==> src/sv/assert_macros.svh <==
// assertion macros used by the sorted priority queue sequencer
`ifndef ASSERT_MACROS_SVH
`define ASSERT_MACROS_SVH

// property checked on every rising clock edge outside reset
`define SPQ_ASSERT(name, clk, rst, prop) \
   name: assert property (@(posedge clk) disable iff (rst) (prop)) \
      else $error("spq assertion failed");

// consequent checked in the cycle after the antecedent
`define SPQ_ASSERT_NEXT(name, clk, rst, ante, cons) \
   name: assert property (@(posedge clk) disable iff (rst) (ante) |=> (cons)) \
      else $error("spq assertion failed");

`endif

==> src/sv/spq_pkg.sv <==
// types and codes for the sorted priority queue
package spq_pkg;

   typedef enum logic [1:0] {
      MODE_ENQ  = 2'd0,
      MODE_DEQ  = 2'd1,
      MODE_PEEK = 2'd2,
      MODE_NOP  = 2'd3
   } mode_type;

   typedef enum logic [1:0] {
      STAT_OK    = 2'd0,
      STAT_FULL  = 2'd1,
      STAT_EMPTY = 2'd2
   } status_type;

   typedef enum logic [2:0] {
      S_IDLE,
      S_HEAD,
      S_CMP,
      S_PLACE,
      S_RESP
   } state_type;

   typedef struct packed {
      logic [31:0]        data;
      logic signed [15:0] prio;
   } entry_type;

   typedef struct packed {
      logic [1:0]         mode;
      logic [31:0]        data;
      logic signed [15:0] prio;
   } req_word_type;

   typedef struct packed {
      logic [31:0]        data;
      logic signed [15:0] prio;
      status_type         status;
   } rsp_word_type;

endpackage

==> src/sv/spq_if.sv <==
// request and response channel interfaces of the sorted priority queue
interface spq_req_if;
   logic               valid;
   logic               ready;
   logic [1:0]         mode;
   logic [31:0]        data_in;
   logic signed [15:0] priority_in;

   modport source (output valid, output mode, output data_in, output priority_in,
                   input ready);
   modport sink (input valid, input mode, input data_in, input priority_in,
                 output ready);
endinterface

interface spq_rsp_if;
   logic               valid;
   logic               ready;
   logic [31:0]        data_out;
   logic signed [15:0] priority_out;
   logic [1:0]         status;

   modport source (output valid, output data_out, output priority_out, output status,
                   input ready);
   modport sink (input valid, input data_out, input priority_out, input status,
                 output ready);
endinterface

==> src/sv/spq_mem.sv <==
// entry store: one write port, one read port with registered read data
module spq_mem
   import spq_pkg::*;
#(
   parameter int DEPTH = 8
) (
   input  logic                     clock,
   input  logic                     wr_en,
   input  logic [$clog2(DEPTH)-1:0] wr_addr,
   input  entry_type                wr_data,
   input  logic                     rd_en,
   input  logic [$clog2(DEPTH)-1:0] rd_addr,
   output entry_type                rd_data
);

   entry_type store_ff [DEPTH];
   entry_type rd_data_ff;

   always_ff @(posedge clock) begin
      if (wr_en) begin
         store_ff[wr_addr] <= wr_data;
      end
   end

   always_ff @(posedge clock) begin
      if (rd_en) begin
         rd_data_ff <= store_ff[rd_addr];
      end
   end

   assign rd_data = rd_data_ff;

endmodule

==> src/sv/spq_seq.sv <==
// sequencer: queue indices, insertion walk and the shared priority compare
`include "assert_macros.svh"

module spq_seq
   import spq_pkg::*;
#(
   parameter int CAPACITY = 8
) (
   input  logic                        clock,
   input  logic                        reset,
   input  logic                        req_valid,
   output logic                        req_ready,
   input  req_word_type                req_word,
   input  logic                        out_free,
   output logic                        rsp_load,
   output rsp_word_type                rsp_word,
   output logic                        mem_we,
   output logic [$clog2(CAPACITY)-1:0] mem_waddr,
   output entry_type                   mem_wdata,
   output logic                        mem_re,
   output logic [$clog2(CAPACITY)-1:0] mem_raddr,
   input  entry_type                   mem_rdata
);

   localparam int IDX_W = $clog2(CAPACITY);

   function automatic logic [IDX_W-1:0] next_idx(input logic [IDX_W-1:0] i);
      return (i == IDX_W'(CAPACITY - 1)) ? '0 : IDX_W'(i + 1'b1);
   endfunction

   function automatic logic [IDX_W-1:0] prev_idx(input logic [IDX_W-1:0] i);
      return (i == '0) ? IDX_W'(CAPACITY - 1) : IDX_W'(i - 1'b1);
   endfunction

   state_type          state_ff, state_in;
   logic [IDX_W-1:0]   head_ff, head_in;
   logic [IDX_W-1:0]   tail_ff, tail_in;
   logic               empty_ff, empty_in;
   logic [IDX_W-1:0]   idx_ff, idx_in;
   req_word_type       cmd_ff, cmd_in;
   rsp_word_type       res_ff, res_in;
   logic               full;
   entry_type          new_entry;

   assign full      = !empty_ff && (next_idx(tail_ff) == head_ff);
   assign new_entry = '{data: cmd_ff.data, prio: cmd_ff.prio};
   assign rsp_word  = res_ff;

   always_ff @(posedge clock) begin
      if (reset) begin
         state_ff <= S_IDLE;
         head_ff  <= '0;
         tail_ff  <= '0;
         empty_ff <= 1'b1;
      end else begin
         state_ff <= state_in;
         head_ff  <= head_in;
         tail_ff  <= tail_in;
         empty_ff <= empty_in;
      end
   end

   always_ff @(posedge clock) begin
      idx_ff <= idx_in;
      cmd_ff <= cmd_in;
      res_ff <= res_in;
   end

   always_comb begin
      state_in  = state_ff;
      head_in   = head_ff;
      tail_in   = tail_ff;
      empty_in  = empty_ff;
      idx_in    = idx_ff;
      cmd_in    = cmd_ff;
      res_in    = res_ff;
      req_ready = 1'b0;
      rsp_load  = 1'b0;
      mem_we    = 1'b0;
      mem_waddr = next_idx(idx_ff);
      mem_wdata = new_entry;
      mem_re    = 1'b0;
      mem_raddr = idx_ff;
      case (state_ff)
         S_IDLE: begin
            req_ready = 1'b1;
            if (req_valid) begin
               cmd_in   = req_word;
               res_in   = '{data: '0, prio: '0, status: STAT_OK};
               state_in = S_RESP;
               case (mode_type'(req_word.mode))
                  MODE_ENQ: begin
                     if (full) begin
                        res_in.status = STAT_FULL;
                     end else if (empty_ff) begin
                        mem_we    = 1'b1;
                        mem_waddr = '0;
                        mem_wdata = '{data: req_word.data, prio: req_word.prio};
                        head_in   = '0;
                        tail_in   = '0;
                        empty_in  = 1'b0;
                     end else begin
                        mem_re    = 1'b1;
                        mem_raddr = tail_ff;
                        idx_in    = tail_ff;
                        tail_in   = next_idx(tail_ff);
                        state_in  = S_CMP;
                     end
                  end
                  MODE_DEQ, MODE_PEEK: begin
                     if (empty_ff) begin
                        res_in.status = STAT_EMPTY;
                     end else begin
                        mem_re    = 1'b1;
                        mem_raddr = head_ff;
                        state_in  = S_HEAD;
                     end
                  end
                  default: begin
                  end
               endcase
            end
         end
         S_HEAD: begin
            res_in.data = mem_rdata.data;
            res_in.prio = mem_rdata.prio;
            if (mode_type'(cmd_ff.mode) == MODE_DEQ) begin
               if (head_ff == tail_ff) begin
                  head_in  = '0;
                  tail_in  = '0;
                  empty_in = 1'b1;
               end else begin
                  head_in = next_idx(head_ff);
               end
            end
            state_in = S_RESP;
         end
         S_CMP: begin
            mem_we    = 1'b1;
            mem_waddr = next_idx(idx_ff);
            if ($signed(mem_rdata.prio) >= $signed(cmd_ff.prio)) begin
               mem_wdata = new_entry;
               state_in  = S_RESP;
            end else begin
               // shift toward the tail and keep walking to the head
               mem_wdata = mem_rdata;
               if (idx_ff == head_ff) begin
                  state_in = S_PLACE;
               end else begin
                  idx_in    = prev_idx(idx_ff);
                  mem_re    = 1'b1;
                  mem_raddr = prev_idx(idx_ff);
               end
            end
         end
         S_PLACE: begin
            mem_we    = 1'b1;
            mem_waddr = idx_ff;
            mem_wdata = new_entry;
            state_in  = S_RESP;
         end
         S_RESP: begin
            if (out_free) begin
               rsp_load = 1'b1;
               state_in = S_IDLE;
            end
         end
         default: begin
            state_in = S_IDLE;
         end
      endcase
   end

   `SPQ_ASSERT(a_empty_idx_zero, clock, reset, empty_ff |-> (head_ff == '0 && tail_ff == '0))
   `SPQ_ASSERT(a_walk_nonempty, clock, reset, (state_ff == S_CMP || state_ff == S_PLACE) |-> !empty_ff)
   `SPQ_ASSERT_NEXT(a_peek_keeps, clock, reset, state_ff == S_HEAD && mode_type'(cmd_ff.mode) == MODE_PEEK, $stable(head_ff) && $stable(tail_ff) && $stable(empty_ff))

endmodule

==> src/sv/sorted_priority_queue.sv <==
// sorted priority queue top level: sequencer, entry store and response register
// enqueue into an empty or full queue and the unused mode go straight from idle to the response state
// dequeue and peek of a nonempty queue read the head first; enqueue into a busy queue walks one entry a cycle
// one word in flight, next word can be accepted in the cycle after the response loads;
// a held response keeps the sequencer waiting
// synchronous reset empties the queue; store contents are not cleared
module sorted_priority_queue
   import spq_pkg::*;
#(
   parameter int CAPACITY = 8
) (
   input  logic      clock,
   input  logic      reset,
   spq_req_if.sink   req_if,
   spq_rsp_if.source rsp_if
);

   localparam int IDX_W = $clog2(CAPACITY);

   req_word_type     req_word;
   rsp_word_type     seq_rsp;
   rsp_word_type     rsp_word_ff, rsp_word_in;
   logic             rsp_valid_ff, rsp_valid_in;
   logic             out_free;
   logic             rsp_load;
   logic             req_ready;
   logic             mem_we;
   logic [IDX_W-1:0] mem_waddr;
   entry_type        mem_wdata;
   logic             mem_re;
   logic [IDX_W-1:0] mem_raddr;
   entry_type        mem_rdata;

   assign req_word = '{mode: req_if.mode, data: req_if.data_in, prio: req_if.priority_in};
   assign req_if.ready = req_ready;
   assign out_free = !rsp_valid_ff || rsp_if.ready;

   spq_seq #(
      .CAPACITY(CAPACITY)
   ) u_seq (
      .clock     (clock),
      .reset     (reset),
      .req_valid (req_if.valid),
      .req_ready (req_ready),
      .req_word  (req_word),
      .out_free  (out_free),
      .rsp_load  (rsp_load),
      .rsp_word  (seq_rsp),
      .mem_we    (mem_we),
      .mem_waddr (mem_waddr),
      .mem_wdata (mem_wdata),
      .mem_re    (mem_re),
      .mem_raddr (mem_raddr),
      .mem_rdata (mem_rdata)
   );

   spq_mem #(
      .DEPTH(CAPACITY)
   ) u_mem (
      .clock   (clock),
      .wr_en   (mem_we),
      .wr_addr (mem_waddr),
      .wr_data (mem_wdata),
      .rd_en   (mem_re),
      .rd_addr (mem_raddr),
      .rd_data (mem_rdata)
   );

   always_comb begin
      rsp_valid_in = rsp_valid_ff;
      rsp_word_in  = rsp_word_ff;
      if (rsp_load) begin
         rsp_valid_in = 1'b1;
         rsp_word_in  = seq_rsp;
      end else if (rsp_if.ready) begin
         rsp_valid_in = 1'b0;
      end
   end

   always_ff @(posedge clock) begin
      if (reset) begin
         rsp_valid_ff <= 1'b0;
      end else begin
         rsp_valid_ff <= rsp_valid_in;
      end
   end

   always_ff @(posedge clock) begin
      rsp_word_ff <= rsp_word_in;
   end

   assign rsp_if.valid        = rsp_valid_ff;
   assign rsp_if.data_out     = rsp_word_ff.data;
   assign rsp_if.priority_out = rsp_word_ff.prio;
   assign rsp_if.status       = rsp_word_ff.status;

endmodule

==> src/flat_wrapper.sv <==
// flat-port wrapper written by rule: the top's interface ports become plain ports
module sorted_priority_queue_flat import spq_pkg::*;
#(
   parameter int CAPACITY = 8
)
  (clock, reset, req_if_valid, req_if_mode, req_if_data_in, req_if_priority_in, req_if_ready, rsp_if_valid, rsp_if_data_out, rsp_if_priority_out, rsp_if_status, rsp_if_ready);
  spq_req_if req_if_i ();
  spq_rsp_if rsp_if_i ();
  input  logic clock;
  input  logic reset;
  input wire logic [$bits(req_if_i.valid)-1:0] req_if_valid;
  input wire logic [$bits(req_if_i.mode)-1:0] req_if_mode;
  input wire logic [$bits(req_if_i.data_in)-1:0] req_if_data_in;
  input wire logic [$bits(req_if_i.priority_in)-1:0] req_if_priority_in;
  output wire logic [$bits(req_if_i.ready)-1:0] req_if_ready;
  output wire logic [$bits(rsp_if_i.valid)-1:0] rsp_if_valid;
  output wire logic [$bits(rsp_if_i.data_out)-1:0] rsp_if_data_out;
  output wire logic [$bits(rsp_if_i.priority_out)-1:0] rsp_if_priority_out;
  output wire logic [$bits(rsp_if_i.status)-1:0] rsp_if_status;
  input wire logic [$bits(rsp_if_i.ready)-1:0] rsp_if_ready;
  assign req_if_i.valid = req_if_valid;
  assign req_if_i.mode = req_if_mode;
  assign req_if_i.data_in = req_if_data_in;
  assign req_if_i.priority_in = req_if_priority_in;
  assign req_if_ready = req_if_i.ready;
  assign rsp_if_valid = rsp_if_i.valid;
  assign rsp_if_data_out = rsp_if_i.data_out;
  assign rsp_if_priority_out = rsp_if_i.priority_out;
  assign rsp_if_status = rsp_if_i.status;
  assign rsp_if_i.ready = rsp_if_ready;
  sorted_priority_queue #(.CAPACITY(CAPACITY)) u_core (.clock(clock), .reset(reset), .req_if(req_if_i), .rsp_if(rsp_if_i));
endmodule
==> config.mk <==
export PLATFORM = sky130hd
export DESIGN_NAME = sorted_priority_queue_flat
export DESIGN_NICKNAME = d
export VERILOG_FILES = /design/src/sv/spq_pkg.sv /design/src/sv/spq_if.sv /design/src/sv/spq_mem.sv /design/src/sv/spq_seq.sv /design/src/sv/sorted_priority_queue.sv /design/src/flat_wrapper.sv
export VERILOG_INCLUDE_DIRS = /design/src /design/src/sv
export SDC_FILE = /design/constraint.sdc
export NUM_CORES = 1
export LEC_CHECK = 0
export BUFFER_PORTS_ARGS = -buffer_cell sky130_fd_sc_hd__clkbuf_2
export CAP_MARGIN = 5
export CORE_MARGIN = 4
export CORE_UTILIZATION = 40
export CTS_BUF_LIST = sky130_fd_sc_hd__clkbuf_4 sky130_fd_sc_hd__clkbuf_8
export CTS_CLUSTER_DIAMETER = 120
export DETAILED_ROUTE_END_ITERATION = 16
export HOLD_SLACK_MARGIN = 0.02
export PLACE_DENSITY_LB_ADDON = 0.12
export RECOVER_POWER = 100
export SYNTH_ARGS = -nofsm -noshare
export SYNTH_HDL_FRONTEND = slang
export SYNTH_SLANG_ARGS = --single-unit
==> constraint.sdc <==
create_clock -name clock -period 7.4 [get_ports clock]
set_input_delay 0.37 -clock clock [delete_from_list [all_inputs] [get_ports clock]]
set_output_delay 0.37 -clock clock [all_outputs]
set_load 0.1 [all_outputs]
==> impl_metrics.env, run 1 <==
export IMPL_crit_fanout=48
export IMPL_drt_iter0_markers=1166
export IMPL_root_buffer="clkbuf_8"
export IMPL_dieArea_mm2=0.0640
export IMPL_slew_headroom_pct=-98.4
export IMPL_start_util_pct=40.5
export IMPL_rsz0062_at_grt="no"
export IMPL_cts_clk_slew_worst_paths_ps=60
export IMPL_portBuffers=105
export IMPL_viasPerCell=5.35
export IMPL_ys_seq_area_share_pct=74.1
export IMPL_io_pins=106
export IMPL_synth_async_sr_flop_share_pct=0
export IMPL_ys_flop_type="edfxtp_1"
export IMPL_max_stage_delay_ps=2140
export IMPL_power_leakage_uw=0.00969
export IMPL_area_growth_pct=13.3
export IMPL_dp_hpwl_um=29600
export IMPL_drc=0
export IMPL_grt_util_all_layers_pct=17.6
export IMPL_grtUsageMet2_pct=28.0
export IMPL_powerDensity_mw_per_mm2=273
export IMPL_top_usage_layer="met2"
export IMPL_syn_num_nets=1442
export IMPL_drive_above_1_share_pct=11.8
export IMPL_antenna_found_initial=1
export IMPL_synth_edf_count=585
export IMPL_clock_sinks=596
export IMPL_met1_usage_pct=25.0
export IMPL_drt_wl_total_um=57000
export IMPL_core_mm2=0.0592
export IMPL_hold_violations=0
export IMPL_status="finished, violations left"
export IMPL_syn_area_mm2=0.0240
export IMPL_startpoint_type="flip-flop"
export IMPL_yosysWarningCount=0
export IMPL_worstPathArrival_ps=6290
export IMPL_die_h_um=253
export IMPL_worstPathCellList="ha_1 > nand4_1 > a2111oi_0 > or4_1 > mux2_1 > o311ai_4 > o22a_1 > a22o_1 > a221oi_1"
export IMPL_violations="max-capacitance violations, max-slew violations"
export IMPL_critPathRequiredTime_ps=7760
export IMPL_tns_ps=0
export IMPL_avgSynthCellArea_um2=17.6
export IMPL_yosys_top_cells_count="edfxtp_1, mux2i_1, inv_1"
export IMPL_yosysUniqueCellTypes=61
export IMPL_grt_pass1_wl_um=84500
export IMPL_yosys_area_top_type="edfxtp_1"
export IMPL_overflow=0
export IMPL_synth_most_common_cell="edfxtp_1"
export IMPL_cp_end_kind="flip-flop"
export IMPL_timing_final_crit_share_pct=80.2
export IMPL_max_freq_mhz=169
export IMPL_skew_ps=36.8
export IMPL_slew_violations=474
export IMPL_dr_pass1_iters=6
export IMPL_critPathSlowestCell="o22a_1"
export IMPL_via_count=12904
export IMPL_ir_worst_vdd_v=0.000133
export IMPL_dp_cells=2187
export IMPL_synth_cells=1362
export IMPL_hold_path_class="in -> reg"
export IMPL_htree_levels=3
export IMPL_setup_viol=0
export IMPL_tightest_slew_ps=2980
export IMPL_cts_tree="built"
export IMPL_cts_resized=0
export IMPL_synth_top_cell_area_share_pct=73.1
export IMPL_yosys_top_cells_area="edfxtp_1, mux2i_1, a221oi_2"
export IMPL_met3_usage_pct=3.09
export IMPL_ys_seq_elements=596
export IMPL_drtAntennaViolNets=0
export IMPL_clkLatencyLatePin_ps=680
export IMPL_cts_buffer_depth=3
export IMPL_utilization_pct=45.9
export IMPL_nets=1646
export IMPL_die_w_um=253
export IMPL_drv_cap=14
export IMPL_whs_ps=124
export IMPL_stdcell_count=2414
export IMPL_path_class="reg -> reg"
export IMPL_grt_max_degree=119
export IMPL_post_route_min_period_ps=5930
export IMPL_numCtsBuffers=99
export IMPL_wl_per_cell_um=23.6
export IMPL_gp_congestion=0.812
export IMPL_grt_pass1_vias=13192
export IMPL_rows=89
[what timing repair did]
| item | CTS | global route |
|---|---|---|
| endpoints found under the hold margin | 58 | 0 |
| hold buffers | 51 | 0 |
| buffers inserted | 0 | 0 |
[final timing paths]
path	slack, ps	start	endpoint	cells after the start
max	1470	u_core.u_mem.rd_data[15]	u_core.u_mem.rd_data[22]	9
min	120	rsp_if_ready	u_core.rsp_if.valid	4
max reg2reg	1470	u_core.u_mem.rd_data[15]	u_core.u_mem.rd_data[22]	9
min reg2reg	400	u_core.u_seq.rsp_word[41]	u_core.rsp_if.data_out[23]	0
[report_power, final]
group	internal (uW)	leakage [uW]	total, uW	switching, uW
Sequential	3860	0.00546	3890	31.6
Clock	1520	0.00101	2810	1290
Combinational	216	0.00322	719	504
Total	5600	0.00969	7420	1820
[logic make-up (layout without fill, tap and decap cells)]
group / count (synthesis) / in the layout / synth area share (%)
compound gates: 212 / 212 / 8.70
xor+xnor: 8 / 8 / 0.292
fa+ha+maj: 26 / 26 / 1.35
buf+inv: 151 / 429 / 3.33
flops: 596 / 596 / 74.1
mux: 200 / 200 / 8.41
other cells: 0 / 1 / 0
simple gates: 169 / 169 / 3.84
[per-layer routing]
| metal | vias to the layer above | wire length (um) |
|---|---|---|
| met5 | - | 0 |
| met4 | 0 | 1090 |
| met3 | 66 | 2960 |
| met2 | 363 | 26900 |
| met1 | 6621 | 26000 |
| li1 | 5854 | - |
[worst max-delay path, delay by kind of cell (launching register included)]
kind / cells / cell delay (ps)
simple gates: 2 / 640
mux: 1 / 460
flops: 1 / 430
fa+ha+maj: 1 / 440
compound gates: 5 / 3620
[sequential cells by signal (all words and copies together) (netlist names)]
register,flops
u_core.u_seq.cmd_ff,50
u_core.u_seq.idx_ff,3
u_core.u_seq.empty_ff,1
u_core.rsp_if.status,2
u_core.u_seq.rsp_word,50
u_core.u_seq.state_ff,3
u_core.u_mem.rd_data,48
u_core.u_seq.head_ff,3
u_core.rsp_if.data_out,32
u_core.u_seq.tail_ff,3
u_core.rsp_if.priority_out,16
u_core.rsp_if.valid,1
u_core.u_mem.store_ff,384
[placed cells by master, fill, tap and decap left out, types with 4 or more instances in the layout]
master / instances
clkbuf_2: 9
nand3_1: 9
nand2_1: 28
nor2_1: 32
ha_1: 26
dlygate4sd3_1: 51
mux2i_1: 198
dfxtp_1: 11
a21o_1: 5
nand4_1: 7
a222oi_1: 48
edfxtp_1: 585
a221oi_1: 43
nor2b_1: 7
clkinv_1: 21
a221oi_2: 5
o21ai_0: 12
nor4_1: 4
and2_1: 15
nor3_1: 9
inv_1: 75
clkinv_2: 10
and2_0: 33
xor2_1: 6
nand2b_1: 7
buf_4: 8
clkbuf_8: 103
a22o_1: 48
a21oi_1: 22
clkbuf_4: 33
clkbuf_1: 108
[stage by stage]
| step | setup slack, ps | total power (uW) | area (um^2) |
|---|---|---|---|
| 2_1_floorplan | 1110 | 4520 | 24000 |
| 3_3_place_gp | 2520 | 4710 | 25300 |
| 3_5_place_dp | 2510 | 4720 | 25300 |
| 4_1_cts | 2480 | 7580 | 27700 |
| 5_1_grt | 1090 | 7740 | 27200 |
| 6_report | 1470 | 7420 | 27200 |
[cell type report]
class	instances	area [um^2]
inverter	75	282
timing repair buffer	179	1080
fill	5310	32000
clock buffer	136	1670
clock inverter	39	238
multi-input combinational	615	5180
tap	773	967
antenna	1	2.50
sequential	596	17800
Note: power is estimated with default switching activity, not from simulation.
==> run 2: changes to the inputs <==
- ABC_AREA: unset -> 1
- clock period: 7.4 -> 4.9 ns (I/O delays scaled with it)
==> run 2 against run 1 <==
The run still ends with max-capacitance violations, max-slew violations left; cell area increased by 10%; clock power increased by 54%; non-clock buffer count increased by 17; hold slack improved by 12 ps; cell count increased by 49%; sequential power increased by 57%; critical path type is now in -> reg.
==> impl_metrics.env, run 2 <==
export IMPL_dp_hpwl_um=39300
export IMPL_core_mm2=0.0648
export IMPL_numCtsBuffers=98
export IMPL_hold_violations=0
export IMPL_drtAntennaViolNets=0
export IMPL_grt_pass1_vias=17166
export IMPL_via_count=17989
export IMPL_path_class="in -> reg"
export IMPL_whs_ps=135
export IMPL_rows=93
export IMPL_ys_seq_area_share_pct=67.5
export IMPL_avgSynthCellArea_um2=10.6
export IMPL_skew_ps=38.9
export IMPL_die_w_um=265
export IMPL_ys_flop_type="edfxtp_1"
export IMPL_yosysWarningCount=0
export IMPL_rsz0062_at_grt="no"
export IMPL_yosysUniqueCellTypes=42
export IMPL_power_leakage_uw=0.0127
export IMPL_ir_worst_vdd_v=0.000246
export IMPL_post_route_min_period_ps=4130
export IMPL_drt_wl_total_um=71800
export IMPL_yosys_top_cells_area="edfxtp_1, nand2_1, nand3_1"
export IMPL_status="finished, violations left"
export IMPL_startpoint_type="input pin"
export IMPL_root_buffer="clkbuf_8"
export IMPL_tightest_slew_ps=2530
export IMPL_powerDensity_mw_per_mm2=420
export IMPL_yosys_area_top_type="edfxtp_1"
export IMPL_worstHoldPathCells=3
export IMPL_final_cell_mix="edfxtp_1, nand2_1, inv_1"
export IMPL_timing_final_crit_share_pct=84.4
export IMPL_start_util_pct=40.7
export IMPL_viasPerCell=5.00
export IMPL_critPathRequiredTime_ps=5160
export IMPL_hold_path_class="in -> reg"
export IMPL_area_growth_pct=13.7
export IMPL_grt_pass1_wl_um=108000
export IMPL_cts_buffer_depth=3
export IMPL_mostFrequentLayoutCell="edfxtp_1"
export IMPL_fill_cells=6074
export IMPL_place_area_mm2=0.0278
export IMPL_seqCellArea_mm2=0.0178
export IMPL_portBuffers=105
export IMPL_cts_resized=0
export IMPL_clkLatencyLatePin_ps=690
export IMPL_antenna_found_initial=1
export IMPL_drc=0
export IMPL_dp_cells=3368
export IMPL_htree_levels=3
export IMPL_tns_ps=0
export IMPL_cts_tree="built"
export IMPL_violations="max-capacitance violations, max-slew violations"
export IMPL_r2r_cells=16
export IMPL_synth_cells=2490
export IMPL_gp_congestion=0.825
export IMPL_drv_cap=12
export IMPL_clock_sinks=596
export IMPL_overflow=0
export IMPL_synth_async_sr_flop_share_pct=0
export IMPL_wl_per_cell_um=19.9
export IMPL_max_freq_mhz=242
export IMPL_grt_util_all_layers_pct=20.2
export IMPL_setup_viol=0
export IMPL_nets=2745
export IMPL_ys_seq_elements=596
export IMPL_utilization_pct=46.3
export IMPL_stdcell_count=3599
export IMPL_multi_input_area_mm2=0.00613
export IMPL_cts_clk_slew_worst_paths_ps=60
export IMPL_slew_headroom_pct=-68.9
export IMPL_largest_register="u_core.u_mem.store_ff"
export IMPL_dr_pass1_iters=5
export IMPL_syn_area_mm2=0.0264
export IMPL_worstPathArrival_ps=4390
export IMPL_largest_register_ffs=384
export IMPL_yosys_top_cells_count="edfxtp_1, nand2_1, inv_1"
export IMPL_synth_most_common_cell="edfxtp_1"
export IMPL_die_h_um=265
export IMPL_fin_area_mm2=0.0300
export IMPL_drt_iter0_markers=1715
export IMPL_syn_num_nets=2570
export IMPL_grt_max_degree=193
export IMPL_cp_end_kind="flip-flop"
export IMPL_drive_above_1_share_pct=7.58
export IMPL_synth_edf_count=585
export IMPL_slew_violations=447
export IMPL_dieArea_mm2=0.0701
export IMPL_crit_fanout=20
export IMPL_synth_top_cell_area_share_pct=66.6
export IMPL_io_pins=106
## run 2: changes by cell type after synthesis, moves of 18 or more
cell      previous run  this run
clkbuf_1            25        48
nand2_1             29       575
nor2_1              33       104
and2_1              49         0
a22o_1              48         0
nand3_1              9       396
mux2i_1            197         0
a222oi_1            48         0
a21oi_1             22        56
a221oi_2            45         0
buf_4               13        31
a22oi_1              0        31
inv_1               75       482
## run 2: report_power, final
part	total (uW)	internal [uW]	switching, uW
clock network	4330	2340	1990
registers	6090	6030	62.3
logic	2160	508	1650
## run 2: what timing repair did
item / CTS / global route
setup buffers: 0 / 0
hold buffers: 52 / 0
hold endpoints to repair: 59 / 0
## run 2: worst paths after layout
path / slack, ps / start / endpoint
max reg2reg: 780 / u_core.u_mem.rd_data[15] / u_core.u_mem.rd_data[32]
min reg2reg: 420 / u_core.u_seq.rsp_word[41] / u_core.rsp_if.data_out[23]
min: 140 / req_if_valid / u_core.u_seq.state_ff[0]
max: 770 / req_if_mode[0] / u_core.u_mem.store_ff[7][28]
## run 2: critical path, cell delays in order
cell and delay [ps]:
dlygate4sd3_1 520, clkbuf_1 140, inv_1 60, ha_1 240, inv_1 180, nor3_1 110, nand2_1 100, inv_1 60
nor2_1 160, a22oi_1 170, inv_1 160, nand2_1 180, nor2_4 770, clkbuf_1 1240
## run 2: cell families (layout without fill, tap and decap cells)
kind of cell               Yosys count  after routing  synth area share, %
xor gates and xnor gates             7              7                0.233
and+or+nand+nor                   1099           1099                 17.8
other                                0              1                    0
DFF                                596            596                 67.5
AOI/OAI and AO/OA                  151            151                 3.64
adders and majority gates           26             26                 1.23
buffers and inverters              611            864                 9.61
## run 2: stage by stage
stage | setup WS (ps) | total power, uW
after detailed placement | 1230 | 8360
after CTS | 1160 | 12700
final | 765 | 12600
after global routing | 446 | 13200
after floorplan | 182 | 7730
after global placement | 1280 | 8330
## run 2: cell type report
class	instances	area share, %
Timing Repair Buffer	196	4.08
Clock buffer	129	5.36
Multi-Input combinational cell	1283	20.5
Tap cell	855	3.57
Sequential cell	596	59.3
Clock inverter	49	1.09
Antenna cell	1	0.00834
Inverter	490	6.13
## run 2: per-layer routing
metal  vias to the layer above  wire, um  global-route usage (%)
met5                         -         0                       0
li1                       8571         -                       -
met4                         0      1680                    6.51
met3                       121      5480                    3.80
met1                      8657     32800                    29.4
met2                       640     31800                    31.0
==> run 3: changes to the inputs <==
- clock period: 4.9 -> 3.8 ns (I/O delays scaled with it)
==> run 3 against run 2 <==
The run still ends with max-capacitance violations, max-slew violations left; global-route usage rose by 0.14 points; power is 29% higher; clock power up 27%; critical path depth down 4; hold slack gained 81 ps; count of clock-buffer cells in the layout is 6 higher; routed wire length increased by 0.55%; first-iteration DRC count shrank 7.8%; die area unchanged.
==> impl_metrics.env, run 3 (synthesis results as in run 2) <==
export IMPL_slew_headroom_pct=-62.0
export IMPL_clkLatencyLatePin_ps=710
export IMPL_critPathSlowestCell="a31oi_1"
export IMPL_gp_congestion=0.873
export IMPL_drt_iter0_markers=1581
export IMPL_cts_clk_slew_worst_paths_ps=60
export IMPL_violations="max-capacitance violations, max-slew violations"
export IMPL_dp_hpwl_um=41800
export IMPL_grt_pass1_wl_um=109000
export IMPL_cp_end_kind="flip-flop"
export IMPL_power_leakage_uw=0.0129
export IMPL_ir_worst_vdd_v=0.000258
export IMPL_timing_final_crit_share_pct=94.4
export IMPL_rsz0062_at_grt="no"
export IMPL_antenna_found_initial=2
export IMPL_hold_path_class="in -> reg"
export IMPL_tightest_slew_ps=2430
export IMPL_setup_viol=0
export IMPL_numCtsBuffers=100
export IMPL_path_class="reg -> reg"
export IMPL_tns_ps=0
export IMPL_die_w_um=265
export IMPL_slew_violations=91
export IMPL_cts_buffer_depth=3
export IMPL_powerDensity_mw_per_mm2=536
export IMPL_core_mm2=0.0648
export IMPL_drive_above_1_share_pct=8.63
export IMPL_cp_buffers_inverters=1
export IMPL_fill_cells=6140
export IMPL_crit_path_start="u_core.u_mem.rd_data[15]"
export IMPL_skew_ps=50.7
export IMPL_max_stage_delay_ps=610
export IMPL_largest_register_ffs=384
export IMPL_status="finished, violations left"
export IMPL_worstReg2RegStart="u_core.u_mem.rd_data[15]"
export IMPL_via_count=18239
export IMPL_overflow=0
export IMPL_worstPathCellList="ha_1 > nand2_1 > nor3_2 > nand3_1 > nand3_2 > nand2_1 > o21ai_2 > buf_12 > nand2_1 > a31oi_1"
export IMPL_clock_sinks=596
export IMPL_critPathRequiredTime_ps=4150
export IMPL_hold_violations=0
export IMPL_htree_levels=3
export IMPL_grt_util_all_layers_pct=20.4
export IMPL_portBuffers=105
export IMPL_ctsHoldBuffers=53
export IMPL_final_cell_mix="edfxtp_1, nand2_1, inv_1"
export IMPL_max_freq_mhz=279
export IMPL_cts_tree="built"
export IMPL_post_route_min_period_ps=3590
export IMPL_root_buffer="clkbuf_8"
export IMPL_dieArea_mm2=0.0701
export IMPL_drtAntennaViolNets=0
export IMPL_mostFrequentLayoutCell="edfxtp_1"
export IMPL_drt_wl_total_um=72200
export IMPL_cpMostUsedCell="nand2_1"
export IMPL_whs_ps=216
export IMPL_wl_per_cell_um=19.9
export IMPL_startpoint_type="flip-flop"
export IMPL_rows=93
export IMPL_nets=2772
export IMPL_cts_setup_buffers=0
export IMPL_dr_pass1_iters=8
export IMPL_crit_fanout=18
export IMPL_die_h_um=265
export IMPL_cts_resized=0
export IMPL_drc=0
export IMPL_min_from="req_if_data_in[12]"
export IMPL_r2r_slack_ps=210
export IMPL_largest_register="u_core.u_mem.store_ff"
export IMPL_grt_max_degree=82
export IMPL_area_growth_pct=14.7
export IMPL_grt_pass1_vias=17531
export IMPL_io_pins=106
export IMPL_start_util_pct=40.7
export IMPL_worstPathArrival_ps=3930
export IMPL_viasPerCell=5.03
export IMPL_drv_cap=2
export IMPL_cp_top_family="simple AND/OR/NAND/NOR gates"
run 3: cell types whose count changed in the layout (fill, tap and decap cells not counted), sizes merged:
cell         delta
buf            +13
bufinv          -4
clkbuf         +17
clkinv          -1
clkinvlp        +3
dlygate4sd3     +1
inv             -1
run 3: where the power goes:
part	switching (uW)	leakage [uW]	internal (uW)
clock	2620	0.00101	2860
combinational	2150	0.00639	724
sequential	80.3	0.00548	7770
run 3: worst register-to-register path: stages, from the launching register on:
cell      delay, ps
edfxtp_1        470
ha_1            380
nand2_1         120
nor3_2          280
nand3_1         270
nand3_2         210
nand2_1         180
o21ai_2         350
buf_12          290
nand2_1          80
a31oi_1         610
run 3: layout make-up:
| type | count | area [um^2] | share of cell area, % |
|---|---|---|---|
| tap | 855 | 1070 | 3.54 |
| timing repair buffer | 221 | 1500 | 4.96 |
| antenna | 1 | 2.50 | 0.00828 |
| clock inverter | 46 | 253 | 0.836 |
| sequential | 596 | 17800 | 58.8 |
| multi-input combinational | 1283 | 6120 | 20.2 |
| clock buffer | 135 | 1660 | 5.50 |
| inverter | 490 | 1840 | 6.08 |
run 3: final timing paths:
| path | to | cells past startpoint |
|---|---|---|
| hold / removal | u_core.u_seq.cmd_ff[28] | 2 |
| setup reg to reg | u_core.u_mem.store_ff[6][35] | 10 |
| setup / recovery | u_core.u_mem.store_ff[6][35] | 10 |
| hold reg to reg | u_core.rsp_if.data_out[8] | 0 |
run 3: through the flow:
step           power [uW]  utilization [%]  instances  setup WS (ps)  instance area, um^2
6_report            16200             46.7       3627            212                30200
5_1_grt             17000             46.7       3627           21.8                30200
4_1_cts             16400             47.2       3626            283                30600
3_5_place_dp        10900             43.5       3392            345                28200
3_3_place_gp        10800             43.5       3392            360                28200
2_1_floorplan        9960                -       2490            146                26400
run 3: metal layers:
| metal | vias up | track usage (%) | part of all wire (%) |
|---|---|---|---|
| li1 | 8641 | - | - |
| met1 | 8806 | 29.6 | 46 |
| met2 | 686 | 31.1 | 44 |
| met3 | 106 | 3.81 | 7.3 |
| met4 | 0 | 6.61 | 2.3 |
| met5 | - | 0 | 0 |
